### src/hdl/bsa_pkg.sv
// ----------------------------------------------------------------------------
// bsa_pkg
// Shared types, constants and helpers for the bitmap slot allocator.
// ----------------------------------------------------------------------------
package bsa_pkg;

  localparam int unsigned MaxSlotsDef = 4096;
  localparam int unsigned WordBits    = 64;
  localparam int unsigned BitIdxW     = 6;
  localparam int unsigned CapW        = 13;
  localparam int unsigned SlotIdxW    = 12;
  localparam int unsigned CountW      = 13;
  localparam int unsigned AddrW       = 3;

  localparam logic [CapW-1:0]  CapReset    = 13'd4096;
  localparam logic [AddrW-1:0] AddrSlotCap = 3'd0;

  localparam logic       ReqAlloc = 1'b0;
  localparam logic       ReqFree  = 1'b1;

  localparam logic [1:0] StOk      = 2'd0;
  localparam logic [1:0] StFull    = 2'd1;
  localparam logic [1:0] StInvalid = 2'd2;

  typedef struct packed {
    logic                req_type;
    logic [SlotIdxW-1:0] slot_index;
  } req_t;

  typedef struct packed {
    logic [1:0]          status;
    logic [SlotIdxW-1:0] granted_slot;
    logic [CountW-1:0]   used_count;
  } rsp_t;

  // full flag update for one word
  typedef struct packed {
    logic en;
    logic full;
  } flag_upd_t;

  // position of the lowest clear bit, zero when the word is all ones
  function automatic logic [BitIdxW-1:0] lowest_clear(input logic [WordBits-1:0] word);
    logic [BitIdxW-1:0] pos;
    pos = '0;
    for (int i = WordBits - 1; i >= 0; i--) begin
      if (!word[i]) begin
        pos = BitIdxW'(i);
      end
    end
    return pos;
  endfunction

endpackage

### src/hdl/bsa_occ_mem.sv
// ----------------------------------------------------------------------------
// bsa_occ_mem
// Occupancy bitmap store: one write port, one registered read port.
// ----------------------------------------------------------------------------
module bsa_occ_mem #(
  parameter int unsigned Depth = 64,
  parameter int unsigned AW    = 6
) (
  input  logic                         clk_i,
  input  logic                         we_i,
  input  logic [AW-1:0]                waddr_i,
  input  logic [bsa_pkg::WordBits-1:0] wdata_i,
  input  logic                         re_i,
  input  logic [AW-1:0]                raddr_i,
  output logic [bsa_pkg::WordBits-1:0] rdata_o
);
  import bsa_pkg::*;

  logic [WordBits-1:0] mem_q [Depth];
  logic [WordBits-1:0] rdata_q;

  always_ff @(posedge clk_i) begin
    if (we_i) begin
      mem_q[waddr_i] <= wdata_i;
    end
  end

  always_ff @(posedge clk_i) begin
    if (re_i) begin
      rdata_q <= mem_q[raddr_i];
    end
  end

  assign rdata_o = rdata_q;

endmodule

### src/hdl/bsa_word_scan.sv
// ----------------------------------------------------------------------------
// bsa_word_scan
// Per-word full flags and the search for the first word with a free slot.
// ----------------------------------------------------------------------------
module bsa_word_scan #(
  parameter int unsigned WordCount = 64,
  parameter int unsigned AW        = 6,
  parameter int unsigned LimW      = 14
) (
  input  logic               clk_i,
  input  logic               rst_ni,
  input  bsa_pkg::flag_upd_t upd_i,
  input  logic [AW-1:0]      upd_word_i,
  input  logic [LimW-1:0]    word_limit_i,
  output logic [AW-1:0]      free_word_o,
  output logic               found_o
);
  import bsa_pkg::*;

  logic [WordCount-1:0] full_q, full_d;
  logic [AW-1:0]        first;
  logic                 any;

  always_comb begin
    full_d = full_q;
    if (upd_i.en) begin
      full_d[upd_word_i] = upd_i.full;
    end
  end

  always_ff @(posedge clk_i or negedge rst_ni) begin
    if (!rst_ni) begin
      full_q <= '0;
    end else begin
      full_q <= full_d;
    end
  end

  always_comb begin
    first = '0;
    any   = 1'b0;
    for (int i = WordCount - 1; i >= 0; i--) begin
      if (!full_q[i]) begin
        first = AW'(i);
        any   = 1'b1;
      end
    end
  end

  // only words below the capacity limit take part
  assign free_word_o = first;
  assign found_o     = any && (LimW'(first) < word_limit_i);

endmodule

### src/hdl/bitmap_slot_allocator_unit.sv
// ----------------------------------------------------------------------------
// bitmap_slot_allocator_unit
// First-fit slot allocator over an occupancy bitmap held in one memory.
// ----------------------------------------------------------------------------
// flow: a request is captured with its word pick on the transfer in, the occupancy
//   word is read in S_READ, and S_MOD writes the updated bit back and loads the output
//   register, waiting there while the output is stalled; no new request is taken
//   until this read-modify-write is through. reset: a clearing pass zeroes every word of
//   the bitmap with in_stall_o high; configuration writes are taken throughout
module bitmap_slot_allocator_unit #(
  parameter int unsigned MaxSlots = bsa_pkg::MaxSlotsDef
) (
  input  logic                      clk_i,
  input  logic                      rst_ni,
  input  logic                      in_valid_i,
  output logic                      in_stall_o,
  input  bsa_pkg::req_t             in_req_i,
  output logic                      out_valid_o,
  input  logic                      out_stall_i,
  output bsa_pkg::rsp_t             out_rsp_o,
  input  logic                      psel,
  input  logic                      penable,
  input  logic                      pwrite,
  input  logic [bsa_pkg::AddrW-1:0] paddr,
  input  logic [31:0]               pwdata,
  output logic [31:0]               prdata,
  output logic                      pready
);
  import bsa_pkg::*;

  localparam int unsigned WordCount = (MaxSlots + WordBits - 1) / WordBits;
  localparam int unsigned AW        = (WordCount > 1) ? $clog2(WordCount) : 1;
  localparam int unsigned SlotW     = AW + BitIdxW;
  localparam int unsigned CmpW      = ((SlotW > CapW) ? SlotW : CapW) + 1;
  localparam int unsigned CntW      = $clog2(MaxSlots + 1);

  localparam logic [1:0] S_CLEAR = 2'd0;
  localparam logic [1:0] S_IDLE  = 2'd1;
  localparam logic [1:0] S_READ  = 2'd2;
  localparam logic [1:0] S_MOD   = 2'd3;

  logic [1:0]          state_q, state_d;
  logic [AW-1:0]       clr_q, clr_d;
  logic [CapW-1:0]     cap_q, cap_d;
  logic [CntW-1:0]     cnt_q, cnt_d;
  logic                req_q;
  logic [SlotIdxW-1:0] idx_q;
  logic [AW-1:0]       addr_q;
  logic                none_q;
  logic                out_valid_q, out_valid_d;
  rsp_t                rsp_q, rsp_d;

  logic [CmpW-1:0]     cap_ext, cap_eff, word_limit, idx_ext, slot_ext, cnt_ext;
  logic [AW-1:0]       scan_word, idx_word;
  logic                scan_found;
  logic                accept, busy_out, finish;
  logic [WordBits-1:0] rdata, wdata, mask;
  logic [BitIdxW-1:0]  bit_pos;
  logic                alloc_ok, free_ok, op_ok;
  logic                mem_we, mem_re;
  logic [AW-1:0]       mem_waddr;
  flag_upd_t           upd;

  // configuration port
  assign pready = 1'b1;
  assign prdata = 32'(cap_q);

  always_comb begin
    cap_d = cap_q;
    if (psel && penable && pwrite && (paddr == AddrSlotCap)) begin
      cap_d = pwdata[CapW-1:0];
    end
  end

  assign cap_ext    = CmpW'(cap_q);
  assign cap_eff    = (cap_ext > CmpW'(MaxSlots)) ? CmpW'(MaxSlots) : cap_ext;
  assign word_limit = (cap_eff + CmpW'(WordBits - 1)) >> BitIdxW;
  assign idx_ext    = CmpW'(in_req_i.slot_index);
  assign idx_word   = idx_ext[SlotW-1:BitIdxW];

  bsa_word_scan #(
    .WordCount (WordCount),
    .AW        (AW),
    .LimW      (CmpW)
  ) u_scan (
    .clk_i        (clk_i),
    .rst_ni       (rst_ni),
    .upd_i        (upd),
    .upd_word_i   (addr_q),
    .word_limit_i (word_limit),
    .free_word_o  (scan_word),
    .found_o      (scan_found)
  );

  bsa_occ_mem #(
    .Depth (WordCount),
    .AW    (AW)
  ) u_mem (
    .clk_i   (clk_i),
    .we_i    (mem_we),
    .waddr_i (mem_waddr),
    .wdata_i (wdata),
    .re_i    (mem_re),
    .raddr_i (addr_q),
    .rdata_o (rdata)
  );

  assign accept   = (state_q == S_IDLE) && in_valid_i;
  assign busy_out = out_valid_q && out_stall_i;
  assign finish   = (state_q == S_MOD) && !busy_out;

  // modify stage
  assign bit_pos  = lowest_clear(rdata);
  assign slot_ext = CmpW'({addr_q, bit_pos});
  assign alloc_ok = (req_q == ReqAlloc) && !none_q && (slot_ext < cap_eff);
  assign free_ok  = (req_q == ReqFree) && !none_q && rdata[idx_q[BitIdxW-1:0]];
  assign op_ok    = alloc_ok || free_ok;
  assign mask     = (req_q == ReqAlloc) ? (WordBits'(1) << bit_pos)
                                        : (WordBits'(1) << idx_q[BitIdxW-1:0]);

  always_comb begin
    if (state_q == S_CLEAR) begin
      wdata = '0;
    end else if (req_q == ReqAlloc) begin
      wdata = rdata | mask;
    end else begin
      wdata = rdata & ~mask;
    end
  end

  assign mem_we    = (state_q == S_CLEAR) || (finish && op_ok);
  assign mem_waddr = (state_q == S_CLEAR) ? clr_q : addr_q;
  assign mem_re    = (state_q == S_READ);

  assign upd.en   = finish && op_ok;
  assign upd.full = alloc_ok && (&wdata);

  always_comb begin
    cnt_d = cnt_q;
    if (finish && alloc_ok) begin
      cnt_d = CntW'(cnt_q + 1'b1);
    end else if (finish && free_ok && (cnt_q != '0)) begin
      cnt_d = CntW'(cnt_q - 1'b1);
    end
  end

  assign cnt_ext = CmpW'(cnt_d);

  always_comb begin
    rsp_d              = rsp_q;
    rsp_d.used_count   = cnt_ext[CountW-1:0];
    rsp_d.granted_slot = alloc_ok ? slot_ext[SlotIdxW-1:0] : '0;
    if (op_ok) begin
      rsp_d.status = StOk;
    end else if (req_q == ReqAlloc) begin
      rsp_d.status = StFull;
    end else begin
      rsp_d.status = StInvalid;
    end
  end

  always_comb begin
    out_valid_d = out_valid_q;
    if (out_valid_q && !out_stall_i) begin
      out_valid_d = 1'b0;
    end
    if (finish) begin
      out_valid_d = 1'b1;
    end
  end

  always_comb begin
    state_d = state_q;
    clr_d   = clr_q;
    unique case (state_q)
      S_CLEAR: begin
        clr_d = AW'(clr_q + 1'b1);
        if (clr_q == AW'(WordCount - 1)) begin
          state_d = S_IDLE;
        end
      end
      S_IDLE: begin
        if (accept) begin
          state_d = S_READ;
        end
      end
      S_READ: begin
        state_d = S_MOD;
      end
      S_MOD: begin
        if (finish) begin
          state_d = S_IDLE;
        end
      end
      default: begin
        state_d = S_IDLE;
      end
    endcase
  end

  always_ff @(posedge clk_i or negedge rst_ni) begin
    if (!rst_ni) begin
      state_q     <= S_CLEAR;
      clr_q       <= '0;
      cap_q       <= CapReset;
      cnt_q       <= '0;
      out_valid_q <= 1'b0;
    end else begin
      state_q     <= state_d;
      clr_q       <= clr_d;
      cap_q       <= cap_d;
      cnt_q       <= cnt_d;
      out_valid_q <= out_valid_d;
    end
  end

  // request capture and word pick on the input transfer
  always_ff @(posedge clk_i) begin
    if (accept) begin
      req_q <= in_req_i.req_type;
      idx_q <= in_req_i.slot_index;
      if (in_req_i.req_type == ReqAlloc) begin
        addr_q <= scan_word;
        none_q <= !scan_found;
      end else begin
        addr_q <= idx_word;
        none_q <= (idx_ext >= cap_eff);
      end
    end
    if (finish) begin
      rsp_q <= rsp_d;
    end
  end

  assign in_stall_o  = (state_q != S_IDLE);
  assign out_valid_o = out_valid_q;
  assign out_rsp_o   = rsp_q;

endmodule
### config.mk
export PLATFORM = sky130hd
export DESIGN_NAME = bitmap_slot_allocator_unit
export DESIGN_NICKNAME = d
export VERILOG_FILES = /design/src/hdl/bsa_pkg.sv /design/src/hdl/bsa_occ_mem.sv /design/src/hdl/bsa_word_scan.sv /design/src/hdl/bitmap_slot_allocator_unit.sv
export SDC_FILE = /design/constraint.sdc
export NUM_CORES = 2
export LEC_CHECK = 0
export BUFFER_PORTS_ARGS = -buffer_cell sky130_fd_sc_hd__buf_2
export CAP_MARGIN = 10
export CORE_AREA = 2 2 542 544
export DETAILED_ROUTE_END_ITERATION = 10
export DIE_AREA = 0 0 544 546
export PLACE_DENSITY = 0.74
export SLEW_MARGIN = 20
export SYNTH_ARGS = -nofsm -noshare
export SYNTH_HDL_FRONTEND = slang
export SYNTH_SLANG_ARGS = --single-unit
### constraint.sdc
create_clock -name clk_i -period 21.6 [get_ports clk_i]
set_clock_uncertainty 0.2 [all_clocks]
set_input_delay 2.16 -clock clk_i [delete_from_list [all_inputs] [get_ports clk_i]]
set_output_delay 2.16 -clock clk_i [all_outputs]
set_load 0.01 [all_outputs]
==> metrics.md <==
| Metric | Value |
|---|---|
| Vias | `97,800` |
| # DRC | `0` |
| Max-slew headroom | `approximately 14%` |
| Initial antenna violation count | `27` |
| Port Buffers | `77` |
| Worst IR Drop VDD | `80.4 uV` |
| Fin crit period | `approximately 8600 ps` |
| Final Slew Violations | `0` |
| Fin crit share | `between 30% and 40%` |
| Combinational fraction of design power | `less than 1%` |
| Clk root buf | `clkbuf_16` |
| Routability Congestion | `0.945` |
| Area of the multi-input gates | `between 20,000 and 30,000 um^2` |
| Post-synthesis area per instance | `approximately 18 um^2` |
| Die H | `around 550 um` |
| Die Wd | `544 um` |
| Htree depth | `5` |
| PostCTS Resize Cnt | `0` |
| Flop pwr share | `between 50 and 60%` |
| Outcome | `completed` |
| Leak | `51.1 nW` |
| Number of max-cap violations | `0` |
| Mapped Area | `160,000 um^2` |
| Number of enable flip-flop cells after synthesis | `4,201` |
| Starting Density | `between 50% and 60%` |
| Buf/Inv on CP | `3` |
| Clk sinks | `roughly 4,300` |
| CP Data Arrival Time | `8930 ps` |
| Xor and xnor area share after synthesis | `0.121%` |
| Fmax | `between 0.1 and 0.15 GHz` |
| R2R depth | `17` |
| WL/cell | `around 38 um` |
| Sw frac | `between 15 and 20%` |
| Compound-Gate Fraction of Synth Area | `roughly 14%` |
| Via/cell ratio | `between 7 and 8` |
| Synth async-reset ratio | `2.30%` |
| Mapped Cells | `a little under 9,000` |
| Vias in the first global route | `between 90,000 and 100k` |
| Io pins | `roughly 120` |
| CTS buffer count | `between 400 and 500` |
| Final #Nets | `approximately 9,000` |
| Final Setup Violations | `0` |
| Post-CTS Setup Bufs | `0` |
| Longest Clk Path Bufs | `4` |
| Adder-cell share of the synthesized area | `less than 1%` |
| Routed WL | `roughly 510,000 um` |
| Worst Path Max Fanout | `33` |
| Int Power | `about 0.013 W` |
| CP max stage cell | `nor2_4` |
| Rows | `approximately 200` |
| Largest family of logic cells by synthesized area | `compound AO/OA/AOI/OAI gates` |
| Kind of critical path | `reg2reg` |
| Total track usage | `~33%` |
| #FFs+latches synth | `about 4,300` |
| Synthesis-to-layout area growth | `12.5%` |
| HP Class | `reg2reg` |
| GR Overflow Total | `0` |
| Worst hold margin | `320 ps` |
| 1st-iter DRT viols | `~18,000` |
| Hold path startpoint | `cnt_q[12]` |
| Die area | `just under 300,000 um^2` |
| Worst path cell trace | `nand4_1 > nor2_1 > a2111oi_4 > o21a_1 > nor3_1 > ha_1 > a21o_1 > a21oi_1 > o21ai_0 > a2111oi_2 > a21oi_1 > o31ai_1 > buf_4 > nand2_1 > nor2_4 > buf_4 > buf_4` |
| Critical Path Most Common Cell | `buf_4` |
| Post-synthesis simple-gate area fraction | `under 10%` |
| Pin count of the biggest net entering global routing | `around 120` |
| Critical Path Max Stage Delay | `~1100 ps` |
| Hold Path Depth | `1` |
| CTS tree | `done` |
| Mux cell area share after synthesis | `less than 1%` |
| Setup crit start | `u_mem.rdata_o[55]` |
| Ys flop type | `edfxtp_1` |
| ANT nets after route | `0` |
| Sw Pwr | `approximately 0.0031 W` |
| Core box area | `slightly below 300,000 um^2` |
| Share of cells above drive strength 1 | `between 10% and 20%` |
| RSZ-0062 raised after global routing | `no` |
| Worst Max-Slew Pin Slew | `~1300 ps` |
| YS warnings | `0` |
| Sequential fraction of the synthesis area | `80.6%` |
| First drt pass iteration count | `8` |
| Clock share of power | `between 40% and 50%` |
| Crit path launch type | `flip-flop` |
| First-pass GRT wire length | `between 600,000 and 700,000 um` |
| Fill count | `19,600` |
| Hold Fails Final Rpt | `0` |
| R2R Path End | `u_mem.mem_q[6][9]` |
| Reg2Reg Setup Slack | `roughly 13,000 ps` |
| Required @ worst endpoint | `21,950 ps` |
| Sink of the worst hold path | `cnt_q[12]` |
| Hpwl dp | `about 260,000 um` |
| Reg area | `129,000 um^2` |
| Total Neg Setup Slack | `0 ps` |
| P per Cell Area | `roughly 90 nW/um^2` |
| Element type at the critical path end | `flip-flop` |
| Clock Pin Slew Worst Setup and Hold Paths | `roughly 70 ps` |
| Clk_lat worst skew | `slightly below 1000 ps` |
| CP top delay family | `simple AND/OR/NAND/NOR gates` |
| Worst R2R Start | `u_mem.rdata_o[55]` |
| Hold-fix buffers at CTS | `0` |
| Number of distinct library cells after synthesis | `100` |
-- area by class of cell --
class                      count  share of cell area, %
antenna                       15                 0.0209
inverter                      46                 0.0962
multi-input combinational   3876                   16.6
timing repair buffer         381                   1.71
clock inverter               243                   1.29
sequential                  4300                   71.6
clock buffer                 511                   5.91
tap                         3919                   2.73
-- worst max path at each step --
| stage | to | slack [ps] | cells after the start |
|---|---|---|---|
| 2_1_floorplan | u_mem.mem_q[0][0] | 14200 | 13 |
| 3_3_place_gp | u_mem.mem_q[61][27] | 13390 | 16 |
| 3_5_place_dp | u_mem.mem_q[6][47] | 13290 | 17 |
| 4_1_cts | u_mem.mem_q[6][9] | 13250 | 16 |
| 5_1_grt | u_mem.mem_q[6][9] | 12870 | 16 |
| 6_report | u_mem.mem_q[6][9] | 13030 | 17 |
-- cells in the final DEF (no fill, tap or decap), drive strengths merged, types with 140 or more instances in the layout --
cell and instances:
nor2 140, clkinv 187, buf 381, clkbuf 511, edfxtp 4201, nand4 162, a22o 190, a41oi 214
a22oi 1671, a31oi 209, a221oi 199, a21oi 187
-- metal layers --
layer  share of wire (%)  track usage, %
met1                  33            43.8
met2                  44            49.5
met3                  16            10.7
met4                 6.7            18.1
met5               0.023           0.292
-- power groups by stage --
stage,sequential (W),clock (W),combinational [W]
6_report,0.00903,0.00695,0.0000662
5_1_grt,0.00902,0.00726,0.0000750
4_1_cts,0.00903,0.00695,0.0000656
3_5_place_dp,0.00920,0,0.0000650
3_3_place_gp,0.00920,0,0.0000653
2_1_floorplan,0.00920,0,0.0000419
-- logic make-up after synthesis --
logic type	Yosys count
mux	51
xor+xnor	22
other cells	2
buf+inv	643
simple gates	768
fa+ha+maj	35
compound gates	2980
flops	4300
-- through the flow --
stage / std cells / utilization (%) / power (W) / cell area [um^2] / worst slack (ps)
4_1_cts: 13300 / 61.5 / 0.0160 / 179000 / 13250
5_1_grt: 13300 / 61.5 / 0.0164 / 180000 / 12870
3_5_place_dp: 12500 / 57.0 / 0.00927 / 167000 / 13290
3_3_place_gp: 12500 / 57.0 / 0.00927 / 166000 / 13390
2_1_floorplan: 8819 / - / 0.00925 / 160000 / 14200
6_report: 13300 / 61.5 / 0.0160 / 180000 / 13030
-- state kept, by name, indices dropped and copies added (netlist names) --
| name | count |
|---|---|
| out_rsp_o | 27 |
| addr_q | 6 |
| none_q | 1 |
| u_scan.full_q | 64 |
| u_mem.mem_q | 4096 |
| req_q | 1 |
| cap_q | 13 |
| u_mem.rdata_o | 64 |
| out_valid_o | 1 |
| idx_q | 6 |
| cnt_q | 13 |
| clr_q | 6 |
| state_q | 2 |
-- cell usage after synthesis (all sizes together) (8+ instances only) --
master  instances  area [um^2]
edfxtp       4201       126000
a22oi        1671        12500
clkbuf        462         1730
a41oi         214         1870
a31oi         209         1310
a221oi        199         1770
a22o          190         1660
a21oi         187          940
nand4         162         1060
nor2          140          536
buf           135          653
nand2         121          464
o21ai         114          582
dfrtp          98         2450
nor4           91          648
nand3          90          450
o31ai          73          858
inv            44          165
nand2b         42          263
ha             35          438
a211oi         30          260
and2           22          141
mux4           21          473
nor3           21          143
mux2           20          225
nor2b          20          125
o21a           16          128
xnor2          14          123
a311oi         12          111
a21boi         11         86.3
mux2i          10          100
and4            9         78.8
or2             9         58.8
o211ai          8         73.8
xor2            8         70.1
-- worst register-to-register path, cell delays in order, from the launching register on --
cell	delay [ps]
edfxtp_1	650
nand4_1	280
nor2_1	480
a2111oi_4	180
o21a_1	210
nor3_1	460
ha_1	350
a21o_1	160
a21oi_1	120
o21ai_0	200
a2111oi_2	860
a21oi_1	390
o31ai_1	390
buf_4	240
nand2_1	490
nor2_4	1050
buf_4	600
buf_4	820
No activity file was read; power rests on OpenSTA's default activity.
